**config.mk**
```make
export PLATFORM = sky130hd
export DESIGN_NAME = vct_cfg
export DESIGN_NICKNAME = d
export VERILOG_FILES = /design/src/sv/vct_pkg.sv /design/src/sv/vct_cfg.sv
export SDC_FILE = /design/constraint.sdc
export NUM_CORES = 1
export LEC_CHECK = 0
export BUFFER_PORTS_ARGS = -buffer_cell sky130_fd_sc_hd__buf_2
export CAP_MARGIN = 20
export CORE_ASPECT_RATIO = 0.9
export CORE_UTILIZATION = 55
export DETAILED_ROUTE_END_ITERATION = 12
export PLACE_DENSITY = 0.95
export SLEW_MARGIN = 20
export SYNTH_ARGS = -nofsm -noshare
export SYNTH_HDL_FRONTEND = slang
export SYNTH_SLANG_ARGS = --single-unit
```
**constraint.sdc**
```tcl
create_clock -name clk -period 3.73 [get_ports clk]
set_input_delay 0.746 -clock clk [delete_from_list [all_inputs] [get_ports clk]]
set_output_delay 0.746 -clock clk [all_outputs]
set_load 0.02 [all_outputs]
```
**src/sv/vct_pkg.sv**
```systemverilog
// ----------------------------------------------------------------------------
// vct_pkg
// Shared types, register indexes and mode decoding for the viewport camera
// transform.
// ----------------------------------------------------------------------------
package vct_pkg;

  typedef enum logic [1:0] {
    KIND_S2W_POINT = 2'd0,
    KIND_W2S_POINT = 2'd1,
    KIND_S2W_DELTA = 2'd2,
    KIND_W2S_DELTA = 2'd3
  } kind_t;

  localparam int CFG_IDX_W  = 3;
  localparam int CFG_DATA_W = 32;

  localparam logic [CFG_IDX_W-1:0] REG_ORIGIN = 3'd0;
  localparam logic [CFG_IDX_W-1:0] REG_WIDTH  = 3'd1;
  localparam logic [CFG_IDX_W-1:0] REG_HEIGHT = 3'd2;
  localparam logic [CFG_IDX_W-1:0] REG_ZOOM   = 3'd3;
  localparam logic [CFG_IDX_W-1:0] REG_COS    = 3'd4;
  localparam logic [CFG_IDX_W-1:0] REG_SIN    = 3'd5;
  localparam logic [CFG_IDX_W-1:0] REG_CAM_X  = 3'd6;
  localparam logic [CFG_IDX_W-1:0] REG_CAM_Y  = 3'd7;

  localparam logic [31:0] ZOOM_ONE = 32'd65536;
  localparam logic [15:0] COS_ONE  = 16'd16384;

  typedef struct packed {
    logic [31:0]        origin;
    logic signed [15:0] width;
    logic signed [15:0] height;
    logic [31:0]        zoom;
    logic signed [15:0] rcos;
    logic signed [15:0] rsin;
    logic signed [31:0] cam_x;
    logic signed [31:0] cam_y;
  } cfg_t;

  typedef struct packed {
    logic  valid;
    kind_t kind;
    logic  invalid;
  } ctl_t;

  function automatic logic is_point(kind_t k);
    return (k == KIND_S2W_POINT) || (k == KIND_W2S_POINT);
  endfunction

  function automatic logic is_inverse(kind_t k);
    return (k == KIND_S2W_POINT) || (k == KIND_S2W_DELTA);
  endfunction

  // Viewport center in half pixels: 2 * origin + size.
  function automatic logic signed [17:0] center_x2(logic [15:0] o, logic [15:0] s);
    return {o[15], o, 1'b0} + {{2{s[15]}}, s};
  endfunction

endpackage

```
**src/sv/vct_cfg.sv**
```systemverilog
// ----------------------------------------------------------------------------
// vct_cfg
// Configuration register file with a plain write port.
// ----------------------------------------------------------------------------
module vct_cfg (
  input  logic                             clk,
  input  logic                             rst,
  input  logic                             we,
  input  logic [vct_pkg::CFG_IDX_W-1:0]    index,
  input  logic [vct_pkg::CFG_DATA_W-1:0]   data,
  output vct_pkg::cfg_t                    cfg
);

  always_ff @(posedge clk) begin
    if (rst) begin
      cfg <= '{origin: '0, width: '0, height: '0, zoom: vct_pkg::ZOOM_ONE,
               rcos: vct_pkg::COS_ONE, rsin: '0, cam_x: '0, cam_y: '0};
    end else if (we) begin
      unique case (index)
        vct_pkg::REG_ORIGIN: cfg.origin <= data;
        vct_pkg::REG_WIDTH:  cfg.width  <= data[15:0];
        vct_pkg::REG_HEIGHT: cfg.height <= data[15:0];
        vct_pkg::REG_ZOOM:   cfg.zoom   <= data;
        vct_pkg::REG_COS:    cfg.rcos   <= data[15:0];
        vct_pkg::REG_SIN:    cfg.rsin   <= data[15:0];
        vct_pkg::REG_CAM_X:  cfg.cam_x  <= data;
        vct_pkg::REG_CAM_Y:  cfg.cam_y  <= data;
        default: ;
      endcase
    end
  end

endmodule

```
# Word-level counts from Yosys, hierarchy flattened
# Cells that the tools add are included.
[word_totals] ff_bits=192 output_inout_bits=192 inputBits=38
[classes] reduce_logical=9 n_eq_ne=7
[op_table] operator="$reduce_and 2->1" count=8
[op_table] operator="$eq 3x3->1 const B" count=4
[op_table] operator="$eq 3x2->1 const B" count=2
[op_table] operator="$eq 3x1->1 const B" count=1
[op_table] operator="$logic_not 3->1" count=1

# Longest topological paths before layout
# Gate-level depths: netlist of the first run.
[depth] depth_word=2 ltp_mapped=6 depth_no_buf=2

# Worst setup path before layout of the first run
# OpenSTA, ideal clock, no wires.
[synth_path] kind="input-to-reg" startpoint="input index[1] in the netlist's numbering" endpoint="register cfg[181] in the netlist's numbering" stages=5 setup_time_ns=0.121 path_buffers=3 arrival_ns=1.790 setup_slack_ns=1.819 cell_sequence="buf_2 -> or4b_4 -> buf_6 -> buf_12 -> mux2i_1"
[synth_between] elab_chain_len=2
[synth_lines] item="from (decl)" line="vct_cfg.sv:9" text="input logic [vct_pkg::CFG_IDX_W-1:0] index,"
[synth_lines] item="$logic_not 3->1" line="vct_cfg.sv:19" text="unique case (index)"
[synth_lines] item="$reduce_and 2->1 (no line)"
[synth_lines] item="to (signal assigned)" line="vct_cfg.sv:16" text="cfg <= '{origin: '0, width: '0, height: '0, zoom: vct_pkg::ZOOM_ONE,"
[synth_lines] item="to (decl)" line="vct_cfg.sv:11" text="output vct_pkg::cfg_t cfg"
# Every way passes these cells.
# A chain may end at the register's enable or synchronous reset.

# Final worst setup path of the first run
[layout_path] startpoint="input index[0] in the netlist's numbering" endpoint="register cfg[45] in the netlist's numbering"
[layout_between] elab_chain_len=2
[layout_lines] item="$eq 3x3->1" line="vct_cfg.sv:19"
[layout_lines] item="$reduce_and 2->1 (no line)"
# Every way passes these cells.

==> impl_metrics.csv, run 1 <==
group,metric,value,unit
placed_design,gp_congestion,0.746,
pwr,comb_power_share,7.8,%
pwr,p_sw,1010,uW
routing,ant_nets,0,
cts,clk-insertion-delay-late,0.42,ns
worst_setup_path,reg2reg_to,"cfg[39]",
sta,fmax,456,MHz
floorplan,die_w,126,um
min_path,hp-class,"reg -> reg",
placed_design,portBuffers,229,
cts,cts_buffer_depth,2,
layout,largest_reg_flops,192,
routing,wire_per_inst,17.0,um
outcome,status,"finished, final reports clean",
worst_setup_path,required,4.02,ns
floorplan,dieArea,14300,um^2
cts,cts.clk_slew.worst_paths,0.07,ns
yosys,syn_area_per_cell,11.1,um^2
sta,relSlewSlack,28.4,%
yosys,synth_top_area_share,50.7,%
yosys,synthesis.area,7580,um^2
global_routing,grt_pass1_vias,5402,
worst_setup_path,crit_type,"in -> reg",
worst_setup_path,reg2reg_depth,2,
cts,root_buffer,"clkbuf_16",
layout,postLayoutCoreUtil,69.5,%
sta,fin_tns_setup,0,ns
cts,cts_hold_buf,0,
pwr,ir_drop,0.339,mV
pwr,p_seq_share,49.9,%
layout,reg.largest.list,"cfg x192",
floorplan,pin_count,230,
sta,min_period,2.19,ns
yosys,synth.distinct_cells,16,
yosys,synth_top_flop_cell,"dfxtp_1",
worst_setup_path,worst-r2r-setup-slack,3.07,ns
sta,hold_viol_final,0,
yosys,async_reset_ff_share,0,%
sta,period_share,58.8,%
floorplan,rows,40,
global_routing,grt-ovfl-total,0,
cts,numCtsBuffers,17,
pwr,leakage,0.00503,uW
routing,first_pass_iters,5,
layout,largest-register,"cfg",
routing,vias,5490,
yosys,yosysSeqAreaShare,50.7,%
sta,slew_viol_final,0,
min_path,min_to,"cfg[172]",
yosys,synth_seq_cells,192,
layout,area_growth_syn_to_layout,23.0,%
routing,dr.first_iter.drc_count,304,
yosys,synth.most_common_cell,"nand2b_1",
layout,multiInputGateArea,3430,um^2
global_routing,grt_max_degree,91,
yosys,yosys.area.top_type,"dfxtp_1",
yosys,syn_inst,686,
min_path,holdPathStages,2,
cts,cts_sinks,192,
floorplan,die_h,113,um
sta,worst-slew-pin-transition,1.07,ns
cts,cts.repair.resized,0,
sta,finalSetupViolCount,0,
sta,skew,0,ns
pwr,p_clk_share,42.3,%
worst_setup_path,start_kind,"input port",
global_routing,antenna_found_initial,0,
routing,viasPerCell,5.17,
layout,nNetsFinal,917,
routing,routed_wl,18.0,mm
yosys,synth_warnings,0,
worst_setup_path,cp_max_fo,22,
yosys,synth_edf_count,0,
pwr,internal-power,3240,uW
worst_setup_path,end_kind,"flip-flop",
pwr,powerDensity,456,nW/um^2
yosys,synth_common_cells,"nand2b_1 (222), dfxtp_1 (192), mux2i_1 (192)",
global_routing,grt_usage,25.3,%
yosys,synthesis.nets,724,
routing,drc,0,
floorplan,coreArea,13400,um^2
layout,n_fill_cell,969,
cts,h-tree-depth,4,
worst_setup_path,worstPathArrival,2.48,ns
global_routing,grt_pass1_wl,28.0,mm
yosys,synth_area_leaders,"dfxtp_1 (51%), mux2i_1 (25%), nand2b_1 (18%)",
min_path,min_from,"cfg[172]",
layout,drive_gt1_share,30.5,%
cts,cts_tree,"built",
cts,post_cts_buffers,0,
flow_run,cap_viol_max_count,0,
sta,rsz0062_at_grt,"false",
floorplan,start_util,56.5,%
layout,seqCellArea,3840,um^2
worst_setup_path,rr_startpoint,"cfg[39]",
pwr,switching_share,23.7,%
placed_design,hpwlAfterDp,12.0,mm
[stage by stage]
| step | cell area, um^2 | hold WS [ns] | setup WS, ns | total power, uW | std cells |
|---|---|---|---|---|---|
| final | 9320 | 0.470 | 1.54 | 4250 | 1061 |
| after detailed placement | 8740 | 0.462 | 1.10 | 2500 | 1028 |
| after CTS | 9320 | 0.474 | 1.55 | 4270 | 1060 |
| after global placement | 8740 | 0.455 | 1.14 | 2490 | 1028 |
| after floorplan | 7580 | 0.546 | 1.82 | 2390 | 686 |
| after global routing | 9320 | 0.492 | 1.47 | 4400 | 1060 |
[layer usage]
layer | wire length, um | vias up | global-route usage (%)
li1 | - | 2637 | -
met1 | 7620 | 2656 | 29.5
met2 | 8870 | 180 | 43.2
met3 | 1220 | 17 | 8.72
met4 | 269 | 0 | 9.48
met5 | 0 | - | 0
[cell usage in the layout, fill, tap and decap left out]
cell type,count
dfxtp_1,192
clkinv_2,2
inv_6,2
clkbuf_8,1
bufinv_16,2
clkbuf_1,2
nand4_1,1
buf_12,2
and4b_1,1
nand4bb_1,3
clkbuf_16,17
nor2_1,4
nand2b_1,222
nand4b_1,3
diode_2,1
clkinv_4,1
mux2i_1,192
buf_2,228
buf_4,10
or4b_4,1
clkinvlp_4,5
nor4b_2,1
[critical path, cell delays in order]
cell and delay [ns]:
buf_2 0.15, nand4b_1 0.91, buf_12 0.52, mux2i_1 0.15
[how the worst max path moves through the flow]
stage	cells after the start	endpoint	slack, ns	start
after floorplan	5	cfg[181]	1.82	index[1]
after global placement	4	cfg[47]	1.14	index[0]
after detailed placement	4	cfg[45]	1.10	index[0]
after CTS	4	cfg[45]	1.55	index[0]
after global routing	4	cfg[43]	1.47	index[0]
final	4	cfg[45]	1.54	index[0]
[area by class of cell]
type                            count  area share [%]
Sequential cell                   192            41.2
Tap cell                          168            2.25
Clock buffer                       20            4.79
Multi-Input combinational cell    428            36.8
Timing Repair Buffer              240            13.5
Antenna cell                        1          0.0268
Clock inverter                     12            1.44
[power groups by stage]
stage | combinational (uW) | clock, uW | sequential (uW)
floorplan | 173 | 0 | 2220
global placement | 326 | 0 | 2160
detailed placement | 331 | 0 | 2160
CTS | 333 | 1820 | 2120
global route | 353 | 1920 | 2120
finish | 332 | 1800 | 2120
[kinds of logic after synthesis]
logic type	after synthesis	share of synthesized area (%)
buffers and inverters	66	4.14
flip-flops	192	50.7
multiplexers	192	25.3
AND/OR/NAND/NOR	236	19.8
(Power assumes the default switching activity.)
==> run 2: changes to the inputs <==
CORE_UTILIZATION = 51   (was 55)
PLACE_DENSITY = 0.89   (was 0.95)
clock period = 2.25 ns   (was 3.73 ns; I/O delays follow)
==> run 2 against run 1 <==
Against the previous run:
- setup slack got worse by 0.72 ns
- highest routed layer unchanged
- first-iteration DRC count down 25%
- clock power rose by 77%
- critical path depth fell by 3
- largest cell class unchanged
==> impl_metrics.csv, run 2 (same netlist as run 1, synthesis figures left out) <==
group,metric,value,unit
placed_design,gp_congestion,0.755,
floorplan,rows,41,
layout,area_growth_syn_to_layout,24.7,%
routing,wire_per_inst,16.9,um
routing,ant_nets,0,
worst_setup_path,critPathBufInv,1,
routing,dr.first_iter.drc_count,229,
cts,post_cts_buffers,0,
global_routing,grt_pass1_vias,5267,
cts,h-tree-depth,4,
cts,cts_sinks,192,
layout,diodes,0,
layout,largest_reg_flops,192,
worst_setup_path,required,1.80,ns
global_routing,grt_max_degree,49,
sta,worst-slew-pin-transition,0.489,ns
flow_run,cap_viol_max_count,0,
global_routing,grt_usage,23.9,%
cts,cts.repair.resized,0,
worst_setup_path,slowest_stage,"dfxtp_1",
cts,numCtsBuffers,17,
cts,cts.clk_slew.worst_paths,0.07,ns
layout,drive_gt1_share,31.3,%
pwr,comb_power_share,7.7,%
cts,cts_tree,"built",
layout,final_cells,1094,
worst_setup_path,worstPathArrival,0.98,ns
min_path,hp-class,"in -> reg",
worst_setup_path,critPathTopFamily,"flip-flops",
sta,hold_viol_final,0,
worst_setup_path,crit_type,"reg -> out",
placed_design,dp_cells,1062,
sta,min_period,1.43,ns
worst_setup_path,crit_chain,"buf_2",
pwr,internal-power,5600,uW
placed_design,hpwlAfterDp,12.5,mm
floorplan,start_util,53.2,%
placed_design,place_area,8830,um^2
worst_setup_path,cp_max_fo,2,
floorplan,dieArea,15400,um^2
pwr,powerDensity,768,nW/um^2
routing,first_pass_iters,4,
global_routing,antenna_found_initial,0,
routing,drc,0,
pwr,switching_share,23.0,%
layout,nNetsFinal,926,
sta,slew_viol_final,0,
sta,period_share,63.6,%
placed_design,portBuffers,229,
worst_setup_path,worst_path_largest_cell_delay,0.38,ns
pwr,p_sw,1670,uW
cts,clk-insertion-delay-late,0.42,ns
layout,post-route-cell-area,9450,um^2
floorplan,die_w,131,um
layout,reg.largest.list,"cfg x192",
floorplan,pin_count,230,
worst_setup_path,end_kind,"output pin",
routing,routed_wl,18.5,mm
floorplan,die_h,118,um
global_routing,grt_pass1_wl,28.0,mm
sta,relSlewSlack,67.4,%
cts,root_buffer,"clkbuf_16",
cts,cts_hold_buf,0,
global_routing,grt-ovfl-total,0,
layout,layout_common_cells,"buf_2 (228), nand2b_1 (222), mux2i_1 (192), dfxtp_1 (192), buf_4 (20)",
pwr,p_clk_share,44.0,%
pwr,leakage,0.00510,uW
sta,rsz0062_at_grt,"false",
sta,fmax,699,MHz
cts,cts_buffer_depth,2,
sta,skew,0,ns
routing,viasPerCell,5.01,
placed_design,pre_cts_ws,0.560,ns
pwr,p_seq_share,48.4,%
sta,fin_tns_setup,0,ns
pwr,fin_total_pwr,7270,uW
worst_setup_path,start_kind,"flip-flop",
sta,finalSetupViolCount,0,
layout,largest-register,"cfg",
routing,vias,5481,
layout,final_common_cell,"buf_2",
pwr,ir_drop,0.614,mV
sta,setup_slack,0.819,ns
floorplan,coreArea,14300,um^2
outcome,status,"finished, final reports clean",
[run 2: stage by stage]
step / hold slack (ns) / util (%)
after floorplan: 0.546 / -
after global placement: 0.454 / 61.9
after detailed placement: 0.458 / 61.9
after CTS: 0.290 / 66.3
after global routing: 0.297 / 66.3
final: 0.297 / 66.3
[run 2: power groups by stage]
| stage | clock network [uW] | logic [uW] | registers [uW] |
|---|---|---|---|
| floorplan | 0 | 286 | 3680 |
| global placement | 0 | 550 | 3590 |
| detailed placement | 0 | 556 | 3590 |
| CTS | 3240 | 561 | 3510 |
| global route | 3380 | 593 | 3520 |
| finish | 3190 | 558 | 3510 |
[run 2: layer usage]
metal,part of all wire (%),global-route usage (%),routed length [um],vias to the layer above
li1,-,-,-,2647
met1,44,29.6,8180,2648
met2,47,39.1,8750,174
met3,7.7,8.59,1420,12
met4,0.83,5.68,154,0
met5,0,0,0,-
[run 2: final cells by class]
type                    instances  area (um^2)
clock buffers                  19          443
clock inverters                13          184
fillers                      1151         4810
multi-input cells             428         3430
flip-flops and latches        192         3840
well taps                     193          241
repair buffers                249         1310
[run 2: path summary, 6_finish.rpt]
path | depth (start not counted) | endpoint | start | slack [ns]
max | 1 | cfg[75] | cfg[75] | 0.82
min | 3 | cfg[94] | data[14] | 0.30
min reg2reg | 2 | cfg[106] | cfg[106] | 0.47
max reg2reg | 2 | cfg[76] | cfg[76] | 1.53
==> run 3: changes to the inputs <==
CORE_UTILIZATION = 46   (was 51)
PLACE_DENSITY = 0.86   (was 0.89)
clock period = 1.2 ns   (was 2.25 ns; I/O delays follow)
==> run 3 against run 2 <==
Against the previous run:
- count of clock-buffer cells in the layout is the same
- final area rose by 8.8%
- largest cell class unchanged
- worst hold slack got worse by 0.21 ns
- critical path depth unchanged
- power up 83%
- critical path type unchanged
- non-clock buffer count grew 17
- via count grew 1.3%
==> impl_metrics.csv, run 3 (same netlist as run 1, synthesis figures left out) <==
group,metric,value,unit
worst_setup_path,worst-r2r-setup-slack,0.51,ns
routing,ant_nets,0,
sta,period_share,99.0,%
worst_setup_path,rr_startpoint,"cfg[184]",
floorplan,coreArea,16100,um^2
layout,drive_gt1_share,39.7,%
layout,final_cells,1126,
min_path,hp-class,"in -> reg",
layout,postLayoutCoreUtil,63.8,%
placed_design,hpwlAfterDp,12.9,mm
routing,viasPerCell,4.93,
worst_setup_path,crit_type,"reg -> out",
cts,post_cts_buffers,0,
sta,relSlewSlack,68.8,%
sta,skew,0,ns
routing,vias,5551,
worst_setup_path,critPathBufInv,1,
cts,cts_sinks,192,
layout,reg.largest.list,"cfg x192",
routing,first_pass_iters,6,
global_routing,grt-ovfl-total,0,
worst_setup_path,required,0.96,ns
layout,largest_reg_flops,192,
sta,hold_slack,0.0856,ns
worst_setup_path,start_kind,"flip-flop",
floorplan,die_w,137,um
worst_setup_path,end_kind,"output pin",
pwr,ir_drop,1.03,mV
worst_setup_path,critPathTopFamily,"flip-flops",
cts,numCtsBuffers,17,
routing,dr.first_iter.drc_count,209,
worst_setup_path,setup.worst_path.end,"cfg[98]",
global_routing,grt_pass1_vias,5473,
floorplan,dieArea,17000,um^2
floorplan,start_util,47.0,%
floorplan,pin_count,230,
cts,cts.clk_slew.worst_paths,0.08,ns
worst_setup_path,cp.depth,1,
placed_design,gp_congestion,0.729,
placed_design,dp_cells,1093,
sta,fmax,842,MHz
worst_setup_path,worst_path_largest_cell_delay,0.36,ns
layout,layout_common_cells,"nand2b_1 (222), mux2i_1 (192), buf_4 (192), dfxtp_1 (128), dfxtp_2 (64)",
global_routing,antenna_found_initial,1,
cts,cts.repair.resized,55,
pwr,leakage,0.00526,uW
cts,root_buffer,"clkbuf_16",
routing,routed_wl,19.4,mm
worst_setup_path,slowest_stage,"dfxtp_1",
worst_setup_path,cp-startpoint,"cfg[98]",
global_routing,grt_pass1_wl,28.2,mm
pwr,powerDensity,1290,nW/um^2
layout,nNetsFinal,943,
sta,finalSetupViolCount,0,
cts,clk-insertion-delay-late,0.43,ns
placed_design,portBuffers,229,
cts,h-tree-depth,4,
sta,worst-slew-pin-transition,0.468,ns
worst_setup_path,crit_chain,"buf_4",
layout,largest-register,"cfg",
floorplan,die_h,124,um
outcome,status,"finished, final reports clean",
sta,slew_viol_final,0,
floorplan,rows,44,
worst_setup_path,reg2reg_to,"cfg[184]",
cts,cts_tree,"built",
layout,area_growth_syn_to_layout,35.7,%
sta,min_period,1.19,ns
flow_run,cap_viol_max_count,0,
cts,cts_buffer_depth,2,
sta,hold_viol_final,0,
layout,final_common_cell,"nand2b_1",
routing,drc,0,
global_routing,grt_max_degree,43,
worst_setup_path,cp_max_fo,2,
routing,wire_per_inst,17.2,um
cts,cts_hold_buf,0,
global_routing,grt_usage,22.0,%
worst_setup_path,worstPathArrival,0.95,ns
worst_setup_path,reg2reg_depth,2,
==> run 3: cell types whose count changed in the layout (fill, tap and decap cells not counted), moves of 4 or more <==
cell	previous run	this run
buf_12	1	18
buf_2	228	53
buf_4	20	192
bufinv_16	4	0
dfxtp_1	192	128
dfxtp_2	0	64
==> run 3: worst min path at each step <==
stage          startpoint       end  slack (ns)  depth (start not counted)
6_report         data[14]   cfg[94]        0.09                          3
5_1_grt          data[14]   cfg[94]        0.08                          3
4_1_cts          data[14]   cfg[94]        0.07                          3
3_5_place_dp     cfg[173]  cfg[173]        0.46                          2
3_3_place_gp     cfg[116]  cfg[116]        0.45                          2
2_1_floorplan    data[14]   cfg[94]        0.40                          2
==> run 3: metrics by stage <==
step                total power (uW)  cell area [um^2]  worst slack, ns  TNS, ns
finish                         13300             10300           0.0117        0
global route                   13800             10300          -0.0257   -0.163
CTS                            13300              9880         0.000316        0
detailed placement              7900              9190           -0.183    -9.68
global placement                7880              9190           -0.166    -8.37
floorplan                       7450              7630           -0.186    -2.39
==> run 3: layout make-up <==
type                       count  area [um^2]
antenna                        1         2.50
timing repair buffer         266         2100
clock buffer                  19          453
sequential                   192         3920
tap                          207          259
fill                        1251         5840
multi-input combinational    428         3430
clock inverter                13          118
==> run 3: where the power goes <==
| group | switching (uW) | internal, uW |
|---|---|---|
| clock network | 2600 | 2840 |
| registers | 81.3 | 6520 |
| logic | 653 | 592 |
| total | 3330 | 9950 |
==> run 3: metal layers <==
metal	GRT usage (%)	share of wire (%)	up-vias
li1	-	-	2689
met1	25.6	44	2651
met2	37.2	47	185
met3	7.57	7.4	26
met4	8.59	2.0	0
met5	0	0	-
